<file path="src/hw/rtl/nbg_pkg.sv">
package nbg_pkg;

    // Fixed field widths of the streams
    localparam int IDX_FIELD_W = 6;
    localparam int POS_FIELD_W = 32;
    localparam int DATA_W      = 104;
    localparam int DT_W        = 16;
    localparam int COUNT_W     = 7;

    // Force accumulator and pair term widths (terms are limited to 2^52)
    localparam int TERM_W = 54;
    localparam int ACC_W  = 60;

    // Configuration register indexes (byte address bit 2)
    localparam logic REG_COUNT = 1'b0;
    localparam logic REG_DT    = 1'b1;

    // Input item kinds
    localparam logic KIND_LOAD = 1'b0;
    localparam logic KIND_STEP = 1'b1;

    typedef struct packed {
        logic load_wr;
        logic clr_acc;
        logic rd;
        logic pair_start;
        logic mul_force;
        logic vel_wr;
        logic mul_vel;
        logic pos_wr;
        logic last;
    } cmd_t;

    typedef struct packed {
        logic pair_done;
        logic out_free;
    } stat_t;

endpackage

</file>
<file path="src/hw/rtl/nbg_ctrl.sv">
module nbg_ctrl #(
    parameter int MAX_PARTICLES = 64,
    parameter int IDX_W         = 6,
    parameter int CNT_W         = 7
) (
    input  logic                          clk,
    input  logic                          rst_n,
    input  logic                          s_axis_tvalid,
    output logic                          s_axis_tready,
    input  logic                          kind,
    input  logic [nbg_pkg::COUNT_W-1:0]   particles_in_use,
    input  nbg_pkg::stat_t                stat,
    output nbg_pkg::cmd_t                 cmd,
    output logic [IDX_W-1:0]              i_idx,
    output logic [IDX_W-1:0]              j_idx
);

    typedef enum logic [3:0] {
        S_IDLE,
        S_FI,
        S_FJ,
        S_FSTART,
        S_FWAIT,
        S_VRD,
        S_VMUL,
        S_VWR,
        S_PRD,
        S_PMUL,
        S_PWR
    } state_t;

    state_t             state_reg;
    logic [IDX_W-1:0]   i_reg;
    logic [IDX_W-1:0]   j_reg;
    logic [CNT_W-1:0]   n_reg;

    logic               accept;
    logic [CNT_W-1:0]   n_next;
    logic               i_last;
    logic               j_last;

    assign s_axis_tready = (state_reg == S_IDLE);
    assign accept        = s_axis_tvalid && s_axis_tready;
    assign n_next        = (particles_in_use > nbg_pkg::COUNT_W'(MAX_PARTICLES))
                         ? CNT_W'(MAX_PARTICLES) : particles_in_use[CNT_W-1:0];
    assign i_last        = (CNT_W'(i_reg) + CNT_W'(1)) == n_reg;
    assign j_last        = (CNT_W'(j_reg) + CNT_W'(1)) == n_reg;

    always_ff @(posedge clk or negedge rst_n)
    begin
        if (!rst_n)
        begin
            state_reg <= S_IDLE;
            i_reg     <= '0;
            j_reg     <= '0;
            n_reg     <= '0;
        end
        else
        begin
            case (state_reg)
                S_IDLE:
                begin
                    if (accept && kind == nbg_pkg::KIND_STEP && n_next != '0)
                    begin
                        n_reg     <= n_next;
                        i_reg     <= '0;
                        state_reg <= S_FI;
                    end
                end
                S_FI:
                begin
                    j_reg     <= '0;
                    state_reg <= S_FJ;
                end
                S_FJ:
                begin
                    if (j_reg == i_reg)
                    begin
                        if (j_last)
                        begin
                            state_reg <= S_VRD;
                        end
                        else
                        begin
                            j_reg <= j_reg + IDX_W'(1);
                        end
                    end
                    else
                    begin
                        state_reg <= S_FSTART;
                    end
                end
                S_FSTART: state_reg <= S_FWAIT;
                S_FWAIT:
                begin
                    if (stat.pair_done)
                    begin
                        if (j_last)
                        begin
                            state_reg <= S_VRD;
                        end
                        else
                        begin
                            j_reg     <= j_reg + IDX_W'(1);
                            state_reg <= S_FJ;
                        end
                    end
                end
                S_VRD:  state_reg <= S_VMUL;
                S_VMUL: state_reg <= S_VWR;
                S_VWR:
                begin
                    if (i_last)
                    begin
                        i_reg     <= '0;
                        state_reg <= S_PRD;
                    end
                    else
                    begin
                        i_reg     <= i_reg + IDX_W'(1);
                        state_reg <= S_FI;
                    end
                end
                S_PRD:  state_reg <= S_PMUL;
                S_PMUL: state_reg <= S_PWR;
                S_PWR:
                begin
                    if (stat.out_free)
                    begin
                        if (i_last)
                        begin
                            state_reg <= S_IDLE;
                        end
                        else
                        begin
                            i_reg     <= i_reg + IDX_W'(1);
                            state_reg <= S_PRD;
                        end
                    end
                end
                default: state_reg <= S_IDLE;
            endcase
        end
    end

    always_comb
    begin
        cmd            = '0;
        cmd.load_wr    = accept && kind == nbg_pkg::KIND_LOAD;
        cmd.clr_acc    = (state_reg == S_FI);
        cmd.rd         = (state_reg == S_FJ && j_reg != i_reg)
                      || state_reg == S_VRD || state_reg == S_PRD;
        cmd.pair_start = (state_reg == S_FSTART);
        cmd.mul_force  = (state_reg == S_VMUL);
        cmd.vel_wr     = (state_reg == S_VWR);
        cmd.mul_vel    = (state_reg == S_PMUL);
        cmd.pos_wr     = (state_reg == S_PWR) && stat.out_free;
        cmd.last       = i_last;
    end

    assign i_idx = i_reg;
    assign j_idx = j_reg;

    a_i_range: assert property (@(posedge clk) disable iff (!rst_n)
        state_reg != S_IDLE |-> CNT_W'(i_reg) < n_reg)
        else $error("particle index beyond count");

    a_no_self_pair: assert property (@(posedge clk) disable iff (!rst_n)
        state_reg == S_FSTART |-> j_reg != i_reg)
        else $error("particle paired with itself");

endmodule

</file>
<file path="config.mk">
export PLATFORM = sky130hd
export DESIGN_NAME = nbg_ctrl
export DESIGN_NICKNAME = d
export VERILOG_FILES = /design/src/hw/rtl/nbg_pkg.sv /design/src/hw/rtl/nbg_ctrl.sv
export SDC_FILE = /design/constraint.sdc
export NUM_CORES = 1
export LEC_CHECK = 0
export BUFFER_PORTS_ARGS = -buffer_cell sky130_fd_sc_hd__buf_2
export CORE_MARGIN = 2
export CORE_UTILIZATION = 50
export DETAILED_ROUTE_END_ITERATION = 6
export PLACE_DENSITY = 0.76
export SLEW_MARGIN = 20
export SYNTH_ARGS = -nofsm -noshare
export SYNTH_HDL_FRONTEND = slang
export SYNTH_SLANG_ARGS = --single-unit
</file>
<file path="constraint.sdc">
create_clock -name clk -period 2.6 [get_ports clk]
set_input_delay 0.13 -clock clk [delete_from_list [all_inputs] [get_ports clk]]
set_output_delay 0.13 -clock clk [all_outputs]
set_load 0.02 [all_outputs]
</file>
# Word-level counts from Yosys, hierarchy flattened
# Index checks and enable logic that the tools add are counted.
[word_totals]
ff_bits = 23
latch_bits = 0
ram_bits = 0
romBits = 0
input_bits = 13
output_inout_bits = 22
word_cells = 65
n_memories = 0
[op_classes]
addsub = 4
n_mul = 0
div = 0
order_cmp = 1
eq_ne = 20
shift = 0
n_mux = 19
bitwise = 1
n_reduce_logical = 16
[op_table]
columns = ["cell", "count"]
rows = [
  ["one-hot mux 4 bit (11 select lines)", 1],
  ["2-to-1 mux 6 bit", 7],
  ["one-hot mux 6 bit (3 select lines)", 2],
  ["2-to-1 mux 4 bit", 7],
  ["equality test 4 x 3 -> 1 bit, second input constant", 4],
  ["adder 6 x 1 -> 7 bit, second input constant", 2],
  ["equality test 7 bit", 2],
  ["adder 6 x 1 -> 6 bit, second input constant", 2],
  ["equality test 4 bit, second input constant", 3],
  ["equality test 4 x 2 -> 1 bit, second input constant", 2],
  ["!= test 2 bit, second input constant", 4],
  ["AND reduction 4 bit", 2],
  ["greater-than comparator 7 bit, second input constant", 1],
  ["2-to-1 mux 7 bit", 1],
  ["nonzero test 7 bit", 1],
  ["equality test 6 bit", 1],
  ["logical AND 1 bit", 6],
  ["!= test 6 bit", 1],
  ["nonzero test 3 bit", 2],
  ["equality test 4 x 1 -> 1 bit, second input constant", 1],
  ["zero test 4 bit", 1],
  ["2-to-1 mux 3 bit", 1],
  ["!= test 3 bit, second input constant", 1],
  ["AND reduction 3 bit", 1],
  ["other kinds (4)", 5],
]

# Longest topological paths before layout
[logic_depth]
depth_word = 6
depth_mapped = 12
mapped_depth_nobuf = 9

# Worst setup path before layout
# OpenSTA, ideal clock, no wires.
[synth_path]
kind = "flip-flop to flip-flop"
startpoint = "register j_reg[0], in the netlist j_idx[0]"
endpoint = "register j_reg[5], in the netlist j_idx[5]"
setup_time_ns = 0.087
arrival_time_ns = 2.609
required_ns = 2.513
path_slack_ns = -0.095
path_stages_with_launch = 9
n_path_buf = 0
cell_sequence = "dfrtp_1 ha_1 nand2_1 nor2_1 o311ai_0 a221oi_4 a211o_2 or4_2 o211ai_1"
[synth_via]
elab_chain_len = 5
word_cells_on_any_way = 10
[synth_rtl]
columns = ["element", "line", "text"]
rows = [
  ["start: declaration", "nbg_ctrl.sv:34", "logic [IDX_W-1:0] j_reg;"],
  ["start signal: assignment", "nbg_ctrl.sv:85", "j_reg <= j_reg + IDX_W'(1);"],
  ["start signal: assignment", "nbg_ctrl.sv:104", "j_reg <= j_reg + IDX_W'(1);"],
  ["adder 6 x 1 -> 7 bit", "nbg_ctrl.sv:47", "assign j_last = (CNT_W'(j_reg) + CNT_W'(1)) == n_reg;"],
  ["equality test 7 bit", "nbg_ctrl.sv:47", ""],
  ["2-to-1 mux 6 bit", "nbg_ctrl.sv:79, nbg_ctrl.sv:98", ""],
  ["2-to-1 mux 6 bit (on tied branches)", "nbg_ctrl.sv:96, nbg_ctrl.sv:77", ""],
  ["one-hot mux 6 bit (3 select lines)", "nbg_ctrl.sv:60", "case (state_reg)"],
]
# Several ways; a longest one is shown, not always the timed one. The select of a mux whose other input is x is not followed.
# A chain may end at the register's enable or synchronous reset.

# Final worst setup path
[layout_path]
startpoint = "register j_reg[0], in the netlist j_idx[0]"
endpoint = "register state_reg[0]"
[layout_via]
elab_chain_len = 5
word_cells_on_any_way = 9
[layout_rtl]
columns = ["element", "line", "text"]
rows = [
  ["adder 6 x 1 -> 7 bit", "nbg_ctrl.sv:47", ""],
  ["equality test 7 bit", "nbg_ctrl.sv:47", ""],
  ["2-to-1 mux 3 bit", "nbg_ctrl.sv:98", "if (j_last)"],
  ["2-to-1 mux 4 bit", "nbg_ctrl.sv:96", "if (stat.pair_done)"],
  ["one-hot mux 4 bit (11 select lines)", "nbg_ctrl.sv:60", ""],
  ["end signal: assignment", "nbg_ctrl.sv:53", "state_reg <= S_IDLE;"],
  ["end signal: assignment", "nbg_ctrl.sv:67", "state_reg <= S_FI;"],
  ["end signal: assignment", "nbg_ctrl.sv:100", "state_reg <= S_VRD;"],
  ["end: declaration", "nbg_ctrl.sv:32", "state_t state_reg;"],
]
# Several ways; a longest one is shown, not always the timed one. The select of a mux whose other input is x is not followed.

==> key figures <==
Timing
  – Worst Skew: around 0.006 ns
  – Final hold viol count: 0
  – WHS: 0.06205 ns
  – Maximum clock rate: ~390 MHz
  – Final period util: approximately 98%
  – Final Max Tran Viols: 0
  – Final worst path period need: roughly 2.5 ns
  – Max-slew headroom: 64.86%
  – Final setup fails: 0
  – Worst-Margin Slew: around 0.53 ns

Critical path
  – Slowest CP cell: or4_4
  – Critical path type: flip-flop to flip-flop
  – Worst r2r src: j_idx[0]
  – Critical-path maximum fanout: 5
  – Reg2reg end: state_reg[0]
  – Cell chain of the critical path: ha_1 > and2_2 > o21ai_0 > o311ai_2 > a221oi_4 > nor3_2 > or4_4 > a21oi_1
  – CP Data Arrival Time: approximately 2.8 ns
  – Crit path capture type: flip-flop
  – Startpoint Class: flip-flop
  – CP delay by family, top: compound AO/OA/AOI/OAI gates
  – Buf+Inv Stages, Crit Path: 0
  – R2r setup slk: 0.06 ns
  – R2R depth: 8
  – CP Data Required Time: 2.85 ns
  – Crit-path max cell delay: between 0.5 and 0.6 ns

Floorplan
  – Core area: roughly 3400 um^2
  – Die area: 4062 um^2
  – Chip width: 63.74 um
  – Ports: 35
  – Die Ht: approximately 64 um
  – Row cnt: 21
  – Starting density of the core: between 50% and 60%

Clock tree
  – CTS sink count: 23
  – Total CTS buffers: 3
  – CTS tree: yes
  – Worst-path clk slew: 0.14 ns
  – Worst skew pair latency: 0.32 ns
  – Root buf cell: clkbuf_4
  – CTS Buffer Depth: 2
  – CTS H-tree lvls: 1

Global routing
  – Total GRT Usage: a little under a quarter
  – First-pass GRT wire length: 7320 um
  – Largest net degree at the start of global routing: 24
  – Grt ovf: 0
  – Number of global-route vias before repair: 1625
  – Initial antenna violation count: 0

Yosys
  – Simple-Gate Fraction of Synth Area: 27.70%
  – Post-synthesis mux area share: approximately 1.8%
  – Prevailing post-synth register cell: dfrtp_1
  – Syn nets: 232
  – Mapped Area: between 1500 and 2000 um^2
  – Synth Register Bits: 23
  – EDFF count, synth: 0
  – Fraction of registers with async set or reset after synthesis: 100.0%
  – Cells after Synth: approximately 220
  – Synth Area in Adders: 1.403%
  – Xor/xnor cell area share of the yosys netlist: under 10%
  – Main combinational cell family by area after synthesis: simple AND/OR/NAND/NOR gates
  – Mean Syn Cell Area: a little over 8 um^2
  – Netlist cell types: 48
  – Yosys Warn Count: 0
  – Synth Area in Compound Gates: around a fifth
  – Register area share after synthesis: roughly a third

Routing
  – Drt drc: 0
  – DRT iter0 DRCs: 136
  – Drt total wl: ~4400 um
  – Routed WL per cell: roughly 14 um
  – Post-route ant nets: 0
  – DRT Pass-1 Iters: 4
  – Via density: about 5.6
  – Via count: about 1700

Place
  – Port Buffers: 34
  – Routability cong.: ~0.89
  – Final HPWL DP: about 3300 um
  – Post-placement cell area: 2067 um^2

Cells and area
  – Max reg flops: 7
  – Net count, final: around 280
  – Final Instance Area: 2128 um^2
  – Syn-to-layout area delta: 19.28%
  – # diodes: 0
  – Layout cells sized above 1: 26.34%

Pwr
  – Switching share of power: a little under half
  – Clk network pwr share: a little under a tenth
  – Cell internal pwr: slightly below 1 mW
  – Sequential power share: 32.3%
  – Lkg Pwr: between 0.9 and 1 nW
  – Gate power share: roughly 60%
  – Pwr dens: 888.2 nW/um^2
  – Max rail drop VDD: 0.5935 mV
  – Net Sw Power: approximately 0.9 mW

Run
  – Max-Cap Viols: 0

Status
  – Status: finished, final reports clean

Min path
  – Hold Path Sink: n_reg[1]
  – Worst hold path type: primary input to flip-flop
  – Hold_sp: particles_in_use[1]
  – Hold path depth: 3
[area by class of cell]
type	count	area, um^2
clock buffer	3	22.52
clock inverter	1	5.005
inverter	18	67.56
fill	325	1261
sequential	23	578.1
tap	46	57.56
timing repair buffer	52	307.8
multi-input combinational	165	1090
[how the worst max path moves through the flow]
| stage | startpoint | endpoint | slack, ns | cells past startpoint |
|---|---|---|---|---|
| after floorplan | j_idx[2] | state_reg[1] | 0.01 | 7 |
| after global placement | j_idx[1] | state_reg[1] | 0.14 | 7 |
| after detailed placement | j_idx[1] | state_reg[1] | 0.08 | 7 |
| after CTS | j_idx[1] | state_reg[1] | 0.05 | 7 |
| after global routing | j_idx[0] | state_reg[1] | -0.07 | 8 |
| final | j_idx[0] | state_reg[0] | 0.06 | 8 |
[cell usage in the layout (no fill, tap or decap), types with 12 or more instances in the layout]
cell / synthesis / routed
buf_2: 2 / 34
buf_4: 4 / 17
dfrtp_1: 23 / 21
inv_1: 18 / 18
nand2_1: 12 / 12
nor2_1: 20 / 20
o21ai_0: 14 / 14
[through the flow]
step	TNS (ns)	cells	worst slack (ns)	utilization, %	power, mW
after floorplan	0	217	0.01031	-	1.387
after global placement	0	301	0.1410	60.98	1.655
after detailed placement	0	301	0.07952	60.98	1.675
after CTS	0	306	0.04580	62.09	1.854
after global routing	-0.3059	308	-0.07272	62.79	2.051
final	0	308	0.06452	62.79	1.890
[power groups by stage]
stage / clock network (mW) / logic [mW] / registers [mW]
2_1_floorplan: 0 / 0.764 / 0.624
3_3_place_gp: 0 / 1.04 / 0.615
3_5_place_dp: 0 / 1.06 / 0.619
4_1_cts: 0.182 / 1.06 / 0.611
5_1_grt: 0.196 / 1.23 / 0.629
6_report: 0.174 / 1.11 / 0.611
[cell usage after synthesis, types with 2 or more instances]
library cell | number | area share [%]
nand2b_1 | 9 | 3.2
mux2_2 | 2 | 1.3
xor2_1 | 9 | 4.4
ha_1 | 2 | 1.4
dfrtp_1 | 23 | 32
a21boi_0 | 3 | 1.3
a22oi_1 | 3 | 1.3
nand3b_1 | 9 | 3.8
nand3_1 | 9 | 2.5
o21ai_0 | 14 | 3.9
inv_1 | 18 | 3.8
nor3_1 | 9 | 2.5
nor2_1 | 20 | 4.2
or4_4 | 2 | 1.3
a21oi_1 | 9 | 2.5
o211ai_1 | 4 | 1.7
or3_1 | 2 | 0.70
o31ai_1 | 3 | 1.3
buf_2 | 2 | 0.56
xnor2_1 | 8 | 3.9
buf_4 | 4 | 1.7
a2bb2oi_1 | 3 | 1.5
o22ai_1 | 3 | 1.1
and2_1 | 3 | 1.1
or4_1 | 2 | 0.84
a31oi_1 | 3 | 1.1
and3_1 | 2 | 0.70
nor4_1 | 2 | 0.70
nand2_1 | 12 | 2.5
clkbuf_1 | 5 | 1.1
[what timing repair did]
item	CTS	global route
resized for setup	0	2
hold endpoints to repair	23	0
endpoints found under the setup margin	0	7
buffers inserted	0	2
hold buffers	1	0
[cells by family (layout without fill, tap and decap cells)]
logic type                 count (synthesis)  after routing
DFF                                       23             23
xor gates and xnor gates                  17             17
adders and majority gates                  2              2
muxes                                      3              3
buffers and inverters                     29             74
and+or+nand+nor                           88             88
AOI/OAI and AO/OA                         55             55
[per-layer routing]
layer	track usage, %	share of wire [%]	wire length, um
met1	30.25	48	2069
met2	39.21	48	2069
met3	1.585	4.1	180
met4	6.250	0.78	34
met5	0	0	0
[tightest hold or removal path, cell delays in order]
cell and delay [ns]:
buf_2 0.09, nand3b_1 0.06, o21ai_0 0.07
No activity file was read; power rests on OpenSTA's default activity.
